==> config.mk <==
export PLATFORM = sky130hd
export DESIGN_NAME = tdit_cell
export DESIGN_NICKNAME = d
export VERILOG_FILES = /design/src/design/tdit_pkg.sv /design/src/design/tdit_cell.sv
export SDC_FILE = /design/constraint.sdc
export NUM_CORES = 1
export LEC_CHECK = 0
export ABC_AREA = 1
export BUFFER_PORTS_ARGS = -buffer_cell sky130_fd_sc_hd__buf_2
export CAP_MARGIN = 25
export CORE_UTILIZATION = 55
export CTS_BUF_LIST = sky130_fd_sc_hd__clkbuf_8
export CTS_CLUSTER_DIAMETER = 200
export DETAILED_ROUTE_END_ITERATION = 8
export PLACE_DENSITY = 0.82
export SYNTH_ARGS = -nofsm -noshare
export SYNTH_HDL_FRONTEND = slang
export SYNTH_SLANG_ARGS = --single-unit
==> constraint.sdc <==
create_clock -name clk_i -period 4.2 [get_ports clk_i]
set_input_delay 0.42 -clock clk_i [delete_from_list [all_inputs] [get_ports clk_i]]
set_output_delay 0.42 -clock clk_i [all_outputs]
set_load 0.02 [all_outputs]
==> src/design/tdit_pkg.sv <==
`default_nettype none

package tdit_pkg;

  // default table depth
  localparam int unsigned MaxTilesDef = 256;

  // fixed field widths
  localparam int unsigned TileW  = 64;
  localparam int unsigned IndexW = 8;
  localparam int unsigned SlotW  = 8;
  localparam int unsigned CountW = 9;
  localparam int unsigned CfgIdxW = 2;
  localparam int unsigned CfgDataW = 8;

  // configuration register indexes
  localparam logic [CfgIdxW-1:0] CfgIndexBase = 2'd0;
  localparam logic [CfgIdxW-1:0] CfgBlankMode = 2'd1;
  localparam logic [CfgIdxW-1:0] CfgBlankIdx  = 2'd2;

  // control sequencer
  typedef enum logic [1:0] {
    ST_IDLE,
    ST_SEARCH,
    ST_OUTPUT
  } state_e;

  // search token handed from cell to cell
  typedef struct packed {
    logic             valid;
    logic             found;
    logic [SlotW-1:0] slot;
  } probe_t;

endpackage

`default_nettype wire

==> src/design/tdit_cell.sv <==
`default_nettype none

module tdit_cell
  import tdit_pkg::*;
#(
  parameter int unsigned CELL_IDX = 0
) (
  input  wire logic                clk_i,
  input  wire logic                rst_ni,
  input  wire logic [2*TileW-1:0]  tile_i,
  input  wire logic [CountW-1:0]   count_i,
  input  wire probe_t              probe_i,
  output      probe_t              probe_o
);

  localparam logic [CountW-1:0] CellPos = CountW'(CELL_IDX);

  logic [2*TileW-1:0] entry_q;
  probe_t             probe_d, probe_q;
  logic               live, hit, wr_en;

  // this cell is searched only while the token is still looking
  assign live  = probe_i.valid && !probe_i.found;
  assign hit   = live && (CellPos < count_i) && (entry_q == tile_i);
  assign wr_en = live && (CellPos == count_i);

  always_comb begin
    probe_d = probe_i;
    if (hit) begin
      probe_d.found = 1'b1;
      probe_d.slot  = CellPos[SlotW-1:0];
    end
  end

  // stored tile: written when a missing tile reaches the first free slot
  always_ff @(posedge clk_i) begin
    if (wr_en) begin
      entry_q <= tile_i;
    end
  end

  // token register towards the next cell
  always_ff @(posedge clk_i or negedge rst_ni) begin
    if (!rst_ni) begin
      probe_q <= '0;
    end else begin
      probe_q <= probe_d;
    end
  end

  assign probe_o = probe_q;

endmodule

`default_nettype wire

==> flow_summary.rst <==
.. list-table::
   :header-rows: 1

   * - Metric
     - Value
   * - CP max stage cell
     - sky130_fd_sc_hd__buf_4
   * - Final cell count without fillers
     - between 1000 and 1500
   * - Wire length of the first global-routing pass
     - approximately 19000 µm
   * - Syn Nets
     - ~830
   * - Final setup vio count
     - 0
   * - Critical Path Start Type
     - input port
   * - Post-synthesis cell type count
     - 18
   * - Register bit count reported by yosys
     - between 100 and 150
   * - Fraction of the yosys area taken by sequential cells
     - 0.638
   * - Average detailed-routed wire length per instance
     - approximately 12 µm
   * - Number of filler instances in the final layout
     - roughly 940
   * - Max FO, Critical Path
     - 65
   * - Worst Setup Slack post-DPL
     - 2.02 ns
   * - Number of global-route vias before repair
     - around 4300
   * - Row Count
     - 39
   * - Cell leakage power
     - ~3.7 nW
   * - Mapped Cells
     - between 600 and 700
   * - Max-slew violation count
     - 0
   * - Initial Utilization
     - 0.564
   * - Post-detailed-placement half-perimeter wirelength
     - between 9000 and 10000 µm
   * - Dominant cell type by area after synthesis
     - sky130_fd_sc_hd__edfxtp_1
   * - CP Data Arrival Time
     - ~1.8 ns
   * - Multi-input gate area in the final layout
     - around 1800 µm²
   * - Post-synth top area share
     - 0.599
   * - DR vias
     - about 4700
   * - Final antenna-violating net count
     - 0
   * - Post-DR vias/cell
     - 4.63
   * - Top-level port count
     - 159
   * - TritonCTS sink count
     - 138
   * - Core Box Area
     - 11400 µm²
   * - 1st-pass router iterations
     - 5
   * - Synth Cell Area
     - between 6000 and 7000 µm²
   * - Pin count of the biggest net entering global routing
     - 66
   * - Relative slew margins
     - 0.464
   * - Clock buffer count from CTS
     - 17
   * - Post-synthesis area per instance
     - around 9.5 µm²
   * - Cell count of the worst reg-to-reg path
     - 10
   * - Syn-to-layout area delta
     - 20.7%
   * - Number of synthesized flops with an enable pin
     - around 130
   * - Ant diodes
     - 0
   * - Final worst path period share
     - 0.413
   * - Clock insertion delay at the later pin of the skew report
     - about 0.44 ns
   * - Endpoint of the worst hold path
     - probe_o[9]
   * - Worst path required time
     - around 4.3 ns
   * - Setup WS post-layout
     - approximately 2.5 ns
   * - Die Ht
     - roughly 110 µm
   * - Worst Hold Depth
     - 1
   * - Worst R2R Start
     - entry_q[124]
   * - Buffer levels on the longest clock path
     - 2
   * - Kind of end point of the critical path
     - flip-flop
   * - Setup TNS
     - 0 ns
   * - Hold Crit Start
     - probe_i[9]
   * - Detailed router's first-iteration violation count
     - around 190
   * - CTS H-tree depth
     - 4
   * - Clock slew at reported path FFs
     - ~0.07 ns
   * - Worst Tran Pin Value
     - about 0.8 ns
   * - Storage element area
     - 4090 µm²
   * - Classification of the worst setup path
     - input port to flip-flop
   * - Critical R2R Capture
     - probe_o[5]
   * - Unrepaired setup endpoints after global routing
     - no
   * - CTS tree
     - built
   * - Final Hold Viols
     - 0
   * - Register-to-register setup slack
     - roughly 2.6 ns
   * - Antenna violations before repair
     - 1
   * - Ordered list of cells on the worst path
     - buf_2 > nor2_4 > nand2_1 > nand3b_1 > nor3_4 > buf_4
   * - Routed wire length
     - roughly 12000 µm
   * - Status
     - finished clean
   * - Max Fclk
     - around 0.58 GHz
   * - Cell area power density
     - 331 nW/µm²
   * - Width of the die
     - between 100 and 150 µm
   * - Clock period minus final worst setup slack
     - between 1.5 and 2 ns
   * - Final-layout worst hold slack
     - ~0.11 ns
   * - CTS Root Cell
     - sky130_fd_sc_hd__clkbuf_8
   * - Count of input and output buffers
     - 158
   * - Synth warnings
     - 0
   * - Proportion of register bits with asynchronous set or reset after synthesis
     - 0.0725
   * - Drt drc
     - 0
   * - Most frequently used flop master after synthesis
     - sky130_fd_sc_hd__edfxtp_1
   * - Placed Cells incl. Taps
     - 979
   * - Area of the die
     - roughly 12000 µm²
   * - Global routing usage summed across all routing layers
     - 0.217
   * - Layout cells sized above 1
     - 0.228
   * - Delay contributed by the slowest stage of the critical path
     - about 0.66 ns
   * - Weighted congestion at the end of routability-driven global placement
     - about 0.78
   * - Number of nets in the layout
     - approximately 1000
   * - Leading post-synthesis cells by cell area
     - sky130_fd_sc_hd__edfxtp_1 (60%), sky130_fd_sc_hd__nand2_1 (12%), sky130_fd_sc_hd__inv_1 (8.1%)
   * - Number of resized instances in the post-cts repair step
     - 0
   * - Worst min path class
     - input port to flip-flop
   * - Clock tree skew after final layout
     - a little under 0.008 ns
   * - Overflow left after global routing
     - 0
   * - Worst ir drop on vdd
     - around 0.27 mV
   * - Max-cap violation count
     - 0
## layout by cell type (no fill, tap or decap), types with 2 or more instances in the layout
master,synthesis,routed
sky130_fd_sc_hd__clkinv_1,0,3
sky130_fd_sc_hd__dfrtp_1,10,10
sky130_fd_sc_hd__nor2_1,95,93
sky130_fd_sc_hd__o22ai_1,4,4
sky130_fd_sc_hd__nor2_4,1,3
sky130_fd_sc_hd__or2_2,9,9
sky130_fd_sc_hd__nand4_1,3,3
sky130_fd_sc_hd__inv_1,138,142
sky130_fd_sc_hd__nand2_1,203,203
sky130_fd_sc_hd__clkinvlp_4,0,2
sky130_fd_sc_hd__xor2_1,10,10
sky130_fd_sc_hd__clkbuf_8,0,17
sky130_fd_sc_hd__nand3_1,9,9
sky130_fd_sc_hd__buf_2,0,158
sky130_fd_sc_hd__clkinv_2,0,6
sky130_fd_sc_hd__nor3_1,3,2
sky130_fd_sc_hd__xnor2_1,27,27
sky130_fd_sc_hd__nand3b_1,2,2
sky130_fd_sc_hd__o21ai_1,5,5
sky130_fd_sc_hd__o21ai_0,26,26
sky130_fd_sc_hd__nor2b_1,2,2
sky130_fd_sc_hd__edfxtp_1,128,128
sky130_fd_sc_hd__buf_4,0,2
## Yosys cell counts (4+ instances only)
| cell | count |
|---|---|
| sky130_fd_sc_hd__nand2_1 | 203 |
| sky130_fd_sc_hd__inv_1 | 138 |
| sky130_fd_sc_hd__edfxtp_1 | 128 |
| sky130_fd_sc_hd__nor2_1 | 95 |
| sky130_fd_sc_hd__xnor2_1 | 27 |
| sky130_fd_sc_hd__o21ai_0 | 26 |
| sky130_fd_sc_hd__dfrtp_1 | 10 |
| sky130_fd_sc_hd__xor2_1 | 10 |
| sky130_fd_sc_hd__nand3_1 | 9 |
| sky130_fd_sc_hd__or2_2 | 9 |
| sky130_fd_sc_hd__o21ai_1 | 5 |
| sky130_fd_sc_hd__o22ai_1 | 4 |
## layout make-up
type,instances,area share
tap,143,0.0231
clock buffer,17,0.0302
timing repair buffer,161,0.105
inverter,138,0.0669
sequential,138,0.529
multi-input combinational,400,0.236
clock inverter,15,0.00921
## worst max path at each step
stage | startpoint | to
6_report | count_i[1] | entry_q[25]
5_1_grt | entry_q[60] | probe_o[5]
4_1_cts | count_i[1] | entry_q[21]
3_5_place_dp | count_i[1] | entry_q[10]
3_3_place_gp | count_i[1] | entry_q[18]
2_1_floorplan | count_i[1] | entry_q[0]
## critical path: cells and delay by family
kind	cells	cell delay [ns]
buffers and inverters	2	0.77
AND/OR/NAND/NOR	4	0.57
## report_power, final
part | switching (mW) | internal, mW | leakage [nW]
Sequential | 0.00153 | 1.51 | 1.27
Clock | 0.473 | 0.384 | 0.172
Combinational | 0.107 | 0.0944 | 2.24
## flip-flops by register name, summed over array words and instances, names as in the netlist
register / flops
entry_q: 128
probe_o: 10
## per-layer routing
metal / global-route usage / wire [µm] / vias up
li1: - / - / 2458
met1: 0.269 / 5390 / 2082
met2: 0.350 / 5840 / 127
met3: 0.0835 / 1020 / 16
met4: 0.0743 / 152 / 0
met5: 0 / 0 / -
## cells by family (layout without fill, tap and decap cells)
kind of cell	Yosys count	after routing	share of synthesized area
compound gates	36	36	0.0292
xor+xnor	37	37	0.0505
buf+inv	138	331	0.0807
flops	138	138	0.638
simple gates	327	327	0.201
## timing repair
action                    4_1_cts  5_1_grt
hold buffers                    1        0
hold endpoints to repair       10        0
setup buffers                   0        0
## per-stage QoR
stage	power (mW)	cell area (µm²)	utilization
2_1_floorplan	1.62	6440	-
3_3_place_gp	1.73	7430	0.653
3_5_place_dp	1.74	7430	0.653
4_1_cts	2.59	7740	0.681
5_1_grt	2.67	7740	0.681
6_report	2.57	7740	0.681
No activity file was read; power rests on OpenSTA's default activity.
